## src/lru_replacement_tracker_macros.svh

```systemverilog
// Assertion macros shared by the LRU replacement tracker RTL.
`ifndef LRU_REPLACEMENT_TRACKER_MACROS_SVH
`define LRU_REPLACEMENT_TRACKER_MACROS_SVH

// Check that cons holds in the same cycle whenever ante holds.
`define LRT_ASSERT_SAME(label, clk, rst, ante, cons, msg) \
   label: assert property (@(posedge clk) disable iff (rst) (ante) |-> (cons)) else $error(msg);

// Check that cons holds in the cycle after ante holds.
`define LRT_ASSERT_NEXT(label, clk, rst, ante, cons, msg) \
   label: assert property (@(posedge clk) disable iff (rst) (ante) |=> (cons)) else $error(msg);

`endif

```

## src/lrt_pkg.sv

```systemverilog
// Shared constants and types for the LRU replacement tracker.
`default_nettype none
package lrt_pkg;

   // Default sizing
   localparam int DEF_CAPACITY = 16;
   localparam int DEF_KEY_BITS = 32;

   // Fixed field widths on the ports
   localparam int PAGE_KEY_BITS    = 32;
   localparam int ENTRY_COUNT_BITS = 5;
   localparam int REQ_TYPE_BITS    = 2;
   localparam int STATUS_BITS      = 2;
   localparam int REQ_TDATA_BITS   = 32;
   localparam int RSP_TDATA_BITS   = 40;

   typedef logic [REQ_TYPE_BITS-1:0] req_code_type;
   typedef logic [STATUS_BITS-1:0]   status_code_type;

   // Request kinds
   localparam req_code_type REQ_TOUCH = 2'd0;
   localparam req_code_type REQ_EVICT = 2'd1;
   localparam req_code_type REQ_ERASE = 2'd2;

   // Result status codes
   localparam status_code_type ST_DONE = 2'd0;
   localparam status_code_type ST_MISS = 2'd1;
   localparam status_code_type ST_FULL = 2'd2;

   // Per-cell update command
   typedef struct packed {
      logic remove;   // close the gap: cells at or above the removed slot pull from above
      logic load;     // this cell takes the request key
   } lrt_cell_ctrl_type;

endpackage
`default_nettype wire

```

## src/lrt_cell.sv

```systemverilog
// One slot of the recency chain: holds a key and its valid mark.
`default_nettype none
module lrt_cell #(
   parameter int KEY_BITS = lrt_pkg::DEF_KEY_BITS
) (
   input  wire logic                       clock,
   input  wire logic                       reset,
   input  wire lrt_pkg::lrt_cell_ctrl_type ctrl,
   input  wire logic [KEY_BITS-1:0]        req_key,
   input  wire logic [KEY_BITS-1:0]        up_key,
   input  wire logic                       up_valid,
   input  wire logic                       seen_in,
   output logic                            seen_out,
   output logic                            match,
   output logic [KEY_BITS-1:0]             key_out,
   output logic                            valid_out
);
   import lrt_pkg::*;

   logic [KEY_BITS-1:0] key_ff, key_in;
   logic                valid_ff, valid_in;
   logic                shift;

   // Compare the held key against the request key
   assign match    = valid_ff && (key_ff == req_key);
   // Pass on whether the removed slot lies at or below this cell
   assign seen_out = seen_in | match;
   assign shift    = ctrl.remove & seen_out;

   // Load wins over shift, shift pulls the neighbor's slot down
   always_comb begin
      key_in   = key_ff;
      valid_in = valid_ff;
      if (ctrl.load) begin
         key_in   = req_key;
         valid_in = 1'b1;
      end else if (shift) begin
         key_in   = up_key;
         valid_in = up_valid;
      end
   end

   always_ff @(posedge clock) begin
      key_ff <= key_in;
      if (reset) begin
         valid_ff <= 1'b0;
      end else begin
         valid_ff <= valid_in;
      end
   end

   assign key_out   = key_ff;
   assign valid_out = valid_ff;

endmodule
`default_nettype wire

```

## src/lru_replacement_tracker.sv

```systemverilog
// Top level of the LRU replacement tracker: cell chain, request decode, result register.
//
// Usage:
//  Request beats come in on req_*: req_tuser carries the kind (touch, evict,
//  erase) and req_tdata the page key. Each accepted request yields exactly one
//  result beat on rsp_*: rsp_tuser carries the status, rsp_tdata the victim key
//  and the count of keys held after the request.
//  The result is registered at the edge that accepts the request and shows on
//  rsp_tvalid from the next cycle. Throughput is one request per cycle while
//  the receiver takes results; every slot of the cell chain compares its key in
//  parallel and shifts toward slot 0 (least recent) in that same cycle.
//  Reset clears all valid marks and the count; keys are not cleared and no
//  clearing pass is needed, so requests are taken from the first cycle after
//  reset.
//  When the receiver stalls, the result holds in the output register and
//  req_tready drops until it is taken; a taken result frees room for a new
//  request in that same cycle.
`default_nettype none
module lru_replacement_tracker #(
   parameter int CAPACITY = lrt_pkg::DEF_CAPACITY,
   parameter int KEY_BITS = lrt_pkg::DEF_KEY_BITS
) (
   input  wire logic                                clock,
   input  wire logic                                reset,
   input  wire logic                                req_tvalid,
   output logic                                     req_tready,
   input  wire logic [lrt_pkg::REQ_TDATA_BITS-1:0]  req_tdata,  // [31:0] page_key
   input  wire logic [lrt_pkg::REQ_TYPE_BITS-1:0]   req_tuser,  // [1:0] req_type
   output logic                                     rsp_tvalid,
   input  wire logic                                rsp_tready,
   output logic [lrt_pkg::RSP_TDATA_BITS-1:0]       rsp_tdata,  // [31:0] victim_key,
                                                                // [36:32] entry_count
   output logic [lrt_pkg::STATUS_BITS-1:0]          rsp_tuser   // [1:0] status
);
   import lrt_pkg::*;

   localparam int CNT_W = $clog2(CAPACITY + 1);
   localparam int IDX_W = $clog2(CAPACITY);

   // Chain wiring
   logic [KEY_BITS-1:0]  key_vec [CAPACITY];
   logic [CAPACITY-1:0]  valid_vec;
   logic [CAPACITY-1:0]  match_vec;
   logic [CAPACITY:0]    seen_vec;
   lrt_cell_ctrl_type    ctrl_vec [CAPACITY];

   logic [CNT_W-1:0]     count_ff, count_in;
   logic                 rsp_valid_ff, rsp_valid_in;
   status_code_type      status_ff, status_in;
   logic [PAGE_KEY_BITS-1:0]    victim_ff, victim_in;
   logic [ENTRY_COUNT_BITS-1:0] entry_count_ff, entry_count_in;

   logic                 req_fire;
   req_code_type         req_type;
   logic [KEY_BITS-1:0]  req_key;
   logic                 hit, full, empty;
   logic                 remove_en, load_en, evict_en;
   logic [CNT_W-1:0]     load_pos_full;
   logic [IDX_W-1:0]     load_pos;

   assign req_type   = req_tuser;
   assign req_key    = KEY_BITS'(req_tdata[PAGE_KEY_BITS-1:0]);
   assign req_tready = ~rsp_valid_ff | rsp_tready;
   assign req_fire   = req_tvalid & req_tready;

   assign hit   = |match_vec;
   assign full  = (count_ff == CNT_W'(CAPACITY));
   assign empty = (count_ff == '0);

   // Decode the request into chain commands, status and new count
   always_comb begin
      remove_en = 1'b0;
      load_en   = 1'b0;
      evict_en  = 1'b0;
      status_in = ST_MISS;
      victim_in = '0;
      count_in  = count_ff;
      case (req_type)
         REQ_TOUCH: begin
            if (hit) begin
               remove_en = 1'b1;
               load_en   = 1'b1;
               status_in = ST_DONE;
            end else if (full) begin
               status_in = ST_FULL;
            end else begin
               load_en   = 1'b1;
               status_in = ST_DONE;
               count_in  = count_ff + CNT_W'(1);
            end
         end
         REQ_EVICT: begin
            if (!empty) begin
               remove_en = 1'b1;
               evict_en  = 1'b1;
               status_in = ST_DONE;
               victim_in = PAGE_KEY_BITS'(key_vec[0]);
               count_in  = count_ff - CNT_W'(1);
            end
         end
         REQ_ERASE: begin
            if (hit) begin
               remove_en = 1'b1;
               status_in = ST_DONE;
               count_in  = count_ff - CNT_W'(1);
            end
         end
         default: begin
            status_in = ST_MISS;
         end
      endcase
      remove_en = remove_en & req_fire;
      load_en   = load_en & req_fire;
   end

   // The touched key lands at the most-recent end after any gap closes
   assign load_pos_full = count_ff - CNT_W'(hit);
   assign load_pos      = load_pos_full[IDX_W-1:0];

   // Evict removes slot 0, so every cell shifts
   assign seen_vec[0] = evict_en;

   // Build the chain of cells
   for (genvar i = 0; i < CAPACITY; i++) begin : g_cell
      logic [KEY_BITS-1:0] up_key;
      logic                up_valid;

      if (i == CAPACITY - 1) begin : g_top
         assign up_key   = '0;
         assign up_valid = 1'b0;
      end else begin : g_mid
         assign up_key   = key_vec[i+1];
         assign up_valid = valid_vec[i+1];
      end

      assign ctrl_vec[i].remove = remove_en;
      assign ctrl_vec[i].load   = load_en && (load_pos == IDX_W'(i));

      lrt_cell #(
         .KEY_BITS (KEY_BITS)
      ) u_cell (
         .clock     (clock),
         .reset     (reset),
         .ctrl      (ctrl_vec[i]),
         .req_key   (req_key),
         .up_key    (up_key),
         .up_valid  (up_valid),
         .seen_in   (seen_vec[i]),
         .seen_out  (seen_vec[i+1]),
         .match     (match_vec[i]),
         .key_out   (key_vec[i]),
         .valid_out (valid_vec[i])
      );
   end

   assign entry_count_in = ENTRY_COUNT_BITS'(count_in);
   assign rsp_valid_in   = req_fire | (rsp_valid_ff & ~rsp_tready);

   // Advance count and hold the result beat until taken
   always_ff @(posedge clock) begin
      if (reset) begin
         count_ff     <= '0;
         rsp_valid_ff <= 1'b0;
      end else begin
         rsp_valid_ff <= rsp_valid_in;
         if (req_fire) begin
            count_ff <= count_in;
         end
      end
   end

   always_ff @(posedge clock) begin
      if (req_fire) begin
         status_ff      <= status_in;
         victim_ff      <= victim_in;
         entry_count_ff <= entry_count_in;
      end
   end

   assign rsp_tvalid = rsp_valid_ff;
   assign rsp_tuser  = status_ff;
   assign rsp_tdata  = RSP_TDATA_BITS'({entry_count_ff, victim_ff});

`include "lru_replacement_tracker_macros.svh"

   `LRT_ASSERT_SAME(a_valid_matches_count, clock, reset, 1'b1, CNT_W'($countones(valid_vec)) == count_ff, "valid marks disagree with count")
   `LRT_ASSERT_SAME(a_single_match, clock, reset, 1'b1, $onehot0(match_vec), "key held in more than one slot")
   `LRT_ASSERT_SAME(a_full_only_at_capacity, clock, reset, rsp_valid_ff && (status_ff == ST_FULL), count_ff == CNT_W'(CAPACITY), "full reported below capacity")
   `LRT_ASSERT_NEXT(a_evict_drops_one, clock, reset, req_fire && (req_type == REQ_EVICT) && !empty, count_ff == $past(count_ff) - CNT_W'(1), "evict did not drop one key")

endmodule
`default_nettype wire
```

## config.mk

```make
export PLATFORM = sky130hd
export DESIGN_NAME = lru_replacement_tracker
export DESIGN_NICKNAME = d
export VERILOG_FILES = /design/src/lrt_pkg.sv /design/src/lrt_cell.sv /design/src/lru_replacement_tracker.sv
export VERILOG_INCLUDE_DIRS = /design/src /design/src/src
export SDC_FILE = /design/constraint.sdc
export NUM_CORES = 1
export LEC_CHECK = 0
export ABC_AREA = 1
export BUFFER_PORTS_ARGS = -buffer_cell sky130_fd_sc_hd__buf_2
export CAP_MARGIN = 40
export CORE_ASPECT_RATIO = 0.7
export CORE_MARGIN = 10
export CORE_UTILIZATION = 45
export DETAILED_ROUTE_END_ITERATION = 7
export GPL_ROUTABILITY_DRIVEN = 0
export MAX_ROUTING_LAYER = met4
export PLACE_DENSITY_LB_ADDON = 0.05
export SYNTH_ARGS = -nofsm -noshare
export SYNTH_HDL_FRONTEND = slang
export SYNTH_HIERARCHICAL = 1
export SYNTH_SLANG_ARGS = --single-unit
```

## constraint.sdc

```tcl
create_clock -name clock -period 10.3 [get_ports clock]
set_input_delay 2.06 -clock clock [delete_from_list [all_inputs] [get_ports clock]]
set_output_delay 2.06 -clock clock [all_outputs]
set_load 0.05 [all_outputs]
```

## Word level (Yosys, flattened, before mapping)

Cells that the tools add are included.

| cells by class | value |
|---|---|
| add/sub/neg operators | 3 |
| eq/ne operators | 34 |
| mux-type cells | 81 |
| bitwise logic cells | 41 |
| reductions and logical operators | 54 |

Operator list:

| kind | count |
|---|---|
| $mux W32 | 32 |
| $eq A32 B32 Y1 | 16 |
| $mux W1 | 40 |
| $eq A4 B4 Y1 const B | 8 |
| $logic_and A1 B1 Y1 | 32 |
| $reduce_bool A2 Y1 | 16 |
| $and A1 B1 Y1 | 20 |
| $mux W5 | 4 |
| $or A1 B1 Y1 | 18 |
| $eq A4 B3 Y1 const B | 4 |
| $reduce_or A16 Y1 | 1 |
| $pmux W5 S3 | 1 |
| $eq A4 B2 Y1 const B | 2 |
| $pmux W2 S3 | 1 |
| $add A5 B1 Y5 const B | 1 |
| $eq A5 B5 Y1 const B | 1 |
| $logic_not A5 Y1 | 1 |
| $sub A5 B1 Y5 const B | 1 |
| $eq A4 B1 Y1 const B | 1 |
| $logic_not A4 Y1 | 1 |
| $mux W2 | 2 |
| $reduce_or A2 Y1 | 2 |
| $sub A4 B1 Y4 | 1 |
| $not A1 Y1 | 3 |
| 4 further kinds | 4 |

| storage, ports and cells | value |
|---|---|
| register bits | 573 |
| input bits | 38 |
| output and inout bits | 44 |
| logic and storage cells | 250 |

## Logic depth before layout (Yosys ltp)

Gate-level depths: netlist (run 1).

| logic depth | value |
|---|---|
| depth after elaboration | 22 |
| mapped depth | 44 |
| depth with buffers taken out | 44 |

## Cells and area by module

Netlist (run 1), hierarchy kept.

By module, submodules not included:

| module | instances | cells each | area an instance (um^2) | sequential area each (um^2) |
|---|---|---|---|---|
| lrt_cell | 16 | 309 | 2217.1 | 980.9 |
| lru_replacement_tracker | 1 | 285 | 2397.3 | 1291.2 |

## Worst setup path after synthesis (run 1)

No wires, ideal clock.

| timing | value |
|---|---|
| path type | input port to flip-flop |
| from | in rsp_tready |
| to | reg g_cell[0].u_cell.key_ff[0] (enable) |
| setup time | 0.343 ns |
| arrival | 5.235 ns |
| data required time | 9.957 ns |
| path slack | 4.722 ns |
| cell stages on the path | 7 |
| buffers on the path | 0 |
| path through | inv_1 nand2_1 nand2_1 inv_1 and3_1 nand2_4 nand2_4 |

RTL lines:

| item | line | text |
|---|---|---|
| start, declared | lru_replacement_tracker.sv:30 | `input wire logic rsp_tready,` |
| end signal, assigned | lrt_cell.sv:44 | `key_ff <= key_in;` |
| end, declared | lrt_cell.sv:20 | `logic [KEY_BITS-1:0] key_ff, key_in;` |

==> results of run 1 <==
synth_stat cells, types with 3 or more instances:
library cell,n
xnor2_1,82
nor4_1,49
ha_1,4
nand2_1,2027
o22ai_1,16
nor3b_1,16
nand3b_1,17
clkbuf_1,51
o21ai_1,3
nand3_1,100
edfxtp_1,551
nor3_1,17
nor2_1,372
clkbuf_8,16
inv_2,32
nand4_1,85
a21oi_1,19
or2_1,32
o2111ai_1,64
nor2_2,35
buf_2,32
o21ai_0,437
xor2_1,50
inv_1,938
nand2_4,48
buf_4,19
or2_2,16
nand3_2,20
dfxtp_1,22
a21oi_2,16
nand2_2,36
kinds of logic (layout without fill, tap and decap cells):
kind of cell / Yosys count / count (layout) / share of synthesized area
adders and majority gates: 4 / 4 / 0.00132
buffers and inverters: 1090 / 1237 / 0.116
AOI/OAI and AO/OA: 556 / 556 / 0.0820
DFF: 573 / 573 / 0.449
and+or+nand+nor: 2873 / 2873 / 0.322
xor gates and xnor gates: 132 / 132 / 0.0305
other: 1 / 38 / 0.0000990
metrics by stage:
stage	total power [W]	utilization	setup slack, ns
final	0.00568	0.504	2.82
after global routing	0.00585	0.504	2.59
after CTS	0.00569	0.504	3.08
after detailed placement	0.00333	0.479	2.41
after global placement	0.00332	0.477	2.39
after floorplan	0.00304	-	4.72
routing by layer:
layer	global-route usage	vias to the layer above	share of wire
met2	0.398	1905	0.39
met4	0.0658	0	0.022
li1	-	16706	-
met1	0.453	16307	0.46
met3	0.0695	193	0.12
met5	-	-	0
worst max-delay path, cell delays in order:
cell and delay, ns:
buf_2 0.57, buf_4 0.45, inv_1 0.12, nand2_1 0.11, o2111ai_1 0.12, nor4_1 0.25, nand4_1 0.19, nor2_1 0.32
nor2_1 0.13, nand2_1 0.32, nor2_2 0.13, nand2_2 0.25, ha_1 0.26, ha_1 0.18, xnor2_1 0.17, nand2_1 0.16
nor2_1 0.63, inv_1 0.65, nand2_4 0.63
layout make-up:
type	instances	area, um2
clock buffers	88	1830
diodes	2	5.00
fillers	8377	41100
flip-flops and latches	573	17000
multi-input cells	3601	16600
repair buffers	149	1020
clock inverters	30	245
well taps	1125	1410
inverters	970	3640
registers in the layout, summed over array words and instances (netlist names):
| signal | cells |
|---|---|
| g_cell.u_cell/key_out | 512 |
| victim_ff | 32 |
| g_cell.u_cell/valid_out | 16 |
| count_ff | 5 |
| entry_count_ff | 5 |
| rsp_tuser | 2 |
| rsp_tvalid | 1 |
power by group through the flow:
stage	Clock [W]	Combinational, W	Sequential (W)
after floorplan	0	0.000339	0.00270
after detailed placement	0	0.000645	0.00268
after global placement	0	0.000640	0.00268
final	0.00237	0.000668	0.00264
after global routing	0.00249	0.000720	0.00264
after CTS	0.00241	0.000648	0.00263
worst max-delay path by stage:
stage                     slack (ns)  cells past startpoint                            end
after global placement          2.39                     20  g_cell[13].u_cell/key_out[13]
after global routing            2.59                     19   g_cell[2].u_cell/key_out[11]
final                           2.82                     19    g_cell[2].u_cell/key_out[7]
after detailed placement        2.41                     21   g_cell[2].u_cell/key_out[24]
after floorplan                 4.72                      7    g_cell[0].u_cell/key_out[0]
after CTS                       3.08                     21   g_cell[2].u_cell/key_out[24]
==> impl_metrics.json, run 1 <==
{
  "yosysUniqueCellTypes": 36,
  "final_common_cell": "nand2_1",
  "drt-total-wl_um": 146000,
  "ant_nets": 0,
  "cts_hold_buf": 0,
  "rr_worst_depth": 18,
  "cts_sinks": 573,
  "fmax_mhz": 134,
  "vias": 35111,
  "whs_ns": 0.495,
  "syn_inst": 5229,
  "ys_ff_latch": 573,
  "grt_max_degree": 59,
  "clkLatencyLatePin_ns": 0.67,
  "min_period_ns": 7.48,
  "gr-usage-all-layers": 0.300,
  "synth_edf_count": 551,
  "clkPwrFrac": 0.418,
  "arrival_ns": 7.75,
  "layout-drive-gt1-share": 0.0824,
  "required_ns": 10.57,
  "fin_worst_skew_ns": 0.0428,
  "worst_hold_path_type": "register to register",
  "p_leak_nw": 20.9,
  "cts_buffers": 66,
  "fin_area_mm2": 0.0418,
  "path_class": "input pin to register",
  "io_buffers": 78,
  "viasPerCell": 5.37,
  "pwr-share-seq": 0.464,
  "fp.coreArea_mm2": 0.0829,
  "yosys.area.top_type_share": 0.437,
  "synth_largest_area_cell": "edfxtp_1",
  "synth-async-reset-ratio": 0,
  "hold_start": "g_cell[0].u_cell/valid_out",
  "path_clk_slew_ns": 0.06,
  "antenna_found_initial": 2,
  "synth-seq-area-share": 0.449,
  "grt_pass1_wl_um": 212000,
  "die-width_um": 367,
  "p_sw_frac": 0.277,
  "dr.pass1.iters": 8,
  "htree_num_levels": 3,
  "rsz0062_at_grt": "no",
  "cts_tree": "built",
  "slew_violations": 0,
  "ff2ff_setup_slack_ns": 4.68,
  "dp.cells": 6418,
  "power_frac_comb": 0.118,
  "p_int_w": 0.00410,
  "min_to": "g_cell[0].u_cell/valid_out",
  "hold_depth": 2,
  "ios": 82,
  "grt_pass1_vias": 31756,
  "yosys_warnings": 6,
  "drc": 0,
  "start_kind": "input pin",
  "wire_per_inst_um": 22.3,
  "setup_viol": 0,
  "die_y_um": 263,
  "overflow": 0,
  "post_cts_resized": 0,
  "cp_max_fo": 33,
  "post_layout_nonfiller_instances": 6538,
  "dp_hpwl_um": 108000,
  "slew_headroom": 0.396,
  "area_growth_pct": 10.3,
  "place_area_mm2": 0.0397,
  "crit_path_start": "req_tdata[15]",
  "p_sw_w": 0.00157,
  "fin_nets": 5403,
  "final_cell_mix": "2027 x nand2_1, 937 x inv_1, 551 x edfxtp_1",
  "synthesis.area_mm2": 0.0379,
  "worstReg2RegStart": "g_cell[8].u_cell/key_out[6]",
  "period_share": 0.726,
  "finalHoldViolCount": 0,
  "clk_path_buf_depth": 3,
  "postCtsSetupBuffers": 0,
  "start_util": 0.457,
  "vdd_drop_max_mv": 0.114,
  "endpoint_kind": "register",
  "synthFlopType": "edfxtp_1",
  "powerDensity_mw_per_mm2": 136,
  "r2r-end": "g_cell[2].u_cell/key_out[7]",
  "yosys-top-cells-area": "edfxtp_1 44%, nand2_1 20%, inv_1 9.3%, o21ai_0 5.8%, nor2_1 3.7%",
  "fp-row-count": 88,
  "cap_violations": 0,
  "root_buffer": "clkbuf_16",
  "status": "completed",
  "avgSynthCellArea_um2": 7.24,
  "die-area_mm2": 0.0963,
  "fin_tns_setup_ns": 0,
  "drt-initial-drc-count": 5161,
  "tightest_slew_ns": 0.905
}
Power figures use the tool's default switching activity.
==> inputs of run 2 (changes only) <==
==> constraint.sdc (replaced) <==
create_clock -name clock -period 7.3 [get_ports clock]
set_input_delay 1.46 -clock clock [delete_from_list [all_inputs] [get_ports clock]]
set_output_delay 1.46 -clock clock [all_outputs]
set_load 0.05 [all_outputs]
==> impl_metrics.json, run 2 (synthesis results as in run 1) <==
{
  "status": "completed",
  "grt_max_degree": 58,
  "cp.depth": 21,
  "drt-total-wl_um": 150000,
  "fillers": 8374,
  "cp_slowest_cell": "nor2_1",
  "viasPerCell": 5.47,
  "required_ns": 7.60,
  "cts_buffers": 61,
  "ff2ff_setup_slack_ns": 1.97,
  "vias": 36050,
  "dp_hpwl_um": 116000,
  "drc": 0,
  "power.total_w": 0.00804,
  "cts_sinks": 573,
  "die_y_um": 263,
  "grt_pass1_wl_um": 217000,
  "dr.pass1.iters": 7,
  "multi_input_area_mm2": 0.0166,
  "path_buf_inv": 6,
  "period_share": 0.891,
  "finalHoldViolCount": 0,
  "post_layout_nonfiller_instances": 6587,
  "drt-initial-drc-count": 5276,
  "wire_per_inst_um": 22.8,
  "final_common_cell": "nand2_1",
  "crit_path_frequent_cell": "nor2_1",
  "fin_nets": 5453,
  "root_buffer": "clkbuf_16",
  "min_period_ns": 6.50,
  "fin_worst_skew_ns": 0.0415,
  "rr_worst_depth": 17,
  "path_class": "input pin to register",
  "dp.cells": 6472,
  "slowest_delay_ns": 0.62,
  "utilization": 0.512,
  "tightest_slew_ns": 0.986,
  "ios": 82,
  "gr-usage-all-layers": 0.309,
  "grt_pass1_vias": 32229,
  "powerDensity_mw_per_mm2": 189,
  "p_leak_nw": 21.2,
  "antenna_found_initial": 0,
  "arrival_ns": 6.80,
  "slew_headroom": 0.343,
  "fmax_mhz": 154,
  "cp_top_family": "simple AND/OR/NAND/NOR gates",
  "crit_path_cell_trace": "buf_2 > buf_4 > buf_4 > inv_1 > nand2_1 > o21ai_0 > nor4_1 > nand4_1 > nor2_1 > nor2_1 > nand2_1 > nor2_2 > nand2_2 > ha_1 > ha_1 > nor2_1 > nand2_1 > buf_4 > nor2_1 > inv_1 > nand2_4",
  "cts_tree": "built",
  "io_buffers": 78,
  "die-area_mm2": 0.0963,
  "clkLatencyLatePin_ns": 0.70,
  "start_kind": "input pin",
  "largest_reg_flops": 512,
  "fp.coreArea_mm2": 0.0829,
  "overflow": 0,
  "htree_num_levels": 2,
  "rsz0062_at_grt": "no",
  "area_growth_pct": 12.2,
  "seqCellArea_mm2": 0.0170,
  "worst_hold_path_type": "register to register",
  "fp-row-count": 88,
  "cp_max_fo": 33,
  "die-width_um": 367,
  "crit_path_start": "req_tdata[20]",
  "postCtsSetupBuffers": 0,
  "setup_viol": 0,
  "fin_tns_setup_ns": 0,
  "ant_nets": 0,
  "r2r-end": "g_cell[7].u_cell/key_out[23]",
  "diodes": 0,
  "endpoint_kind": "register",
  "crit_end": "g_cell[7].u_cell/key_out[23]",
  "cts_hold_buf": 0,
  "start_util": 0.457,
  "layout-drive-gt1-share": 0.0930,
  "worst_slack_ns": 0.796,
  "post_cts_resized": 0,
  "worstReg2RegStart": "g_cell[0].u_cell/key_out[22]",
  "final_cell_mix": "2027 x nand2_1, 937 x inv_1, 551 x edfxtp_1",
  "vdd_drop_max_mv": 0.213,
  "cap_violations": 0,
  "path_clk_slew_ns": 0.06,
  "clk_path_buf_depth": 3,
  "place_ws_ns": 0.518,
  "slew_violations": 0
}
run 2: cell types whose count changed in the layout (fill, tap and decap cells not counted), sizes merged:
cell      delta
clkbuf       -3
buf         +55
inv          -2
clkinv       -3
bufinv       +3
diode        -2
clkinvlp     +1
run 2: where the power goes:
part,switching (W),internal (W)
sequential,0.0000665,0.00365
combinational,0.000732,0.000266
clock,0.00144,0.00188
total,0.00224,0.00580
run 2: tightest hold or removal path: stages (launching register included):
cell     delay (ns)
dfxtp_1        0.31
nand2_1        0.09
a21oi_1        0.07
run 2: worst min path at each step:
stage,startpoint,to,slack [ns],cells past startpoint
finish,rsp_tvalid,rsp_tvalid,0.51,2
global route,g_cell[0].u_cell/valid_out,g_cell[0].u_cell/valid_out,0.53,2
CTS,rsp_tvalid,rsp_tvalid,0.51,2
detailed placement,rsp_tvalid,rsp_tvalid,0.50,2
global placement,g_cell[0].u_cell/valid_out,g_cell[0].u_cell/valid_out,0.50,2
floorplan,g_cell[0].u_cell/valid_out,g_cell[0].u_cell/valid_out,0.47,2
run 2: through the flow:
| step | hold slack [ns] | instance area, um2 |
|---|---|---|
| finish | 0.515 | 42500 |
| global route | 0.530 | 42500 |
| CTS | 0.510 | 42500 |
| detailed placement | 0.500 | 40400 |
| global placement | 0.498 | 40200 |
| floorplan | 0.469 | 38000 |
run 2: per-layer routing:
metal | GRT usage | vias up | part of all wire
li1 | - | 16779 | -
met1 | 0.466 | 16847 | 0.46
met2 | 0.380 | 2246 | 0.37
met3 | 0.119 | 178 | 0.16
met4 | 0.0577 | 0 | 0.020
met5 | - | - | 0
run 2: final cells by class:
class	count	area share
clock buffer	85	0.0404
clock inverter	29	0.00819
inverter	970	0.0857
multi-input combinational	3601	0.392
sequential	573	0.400
tap	1125	0.0331
timing repair buffer	204	0.0410
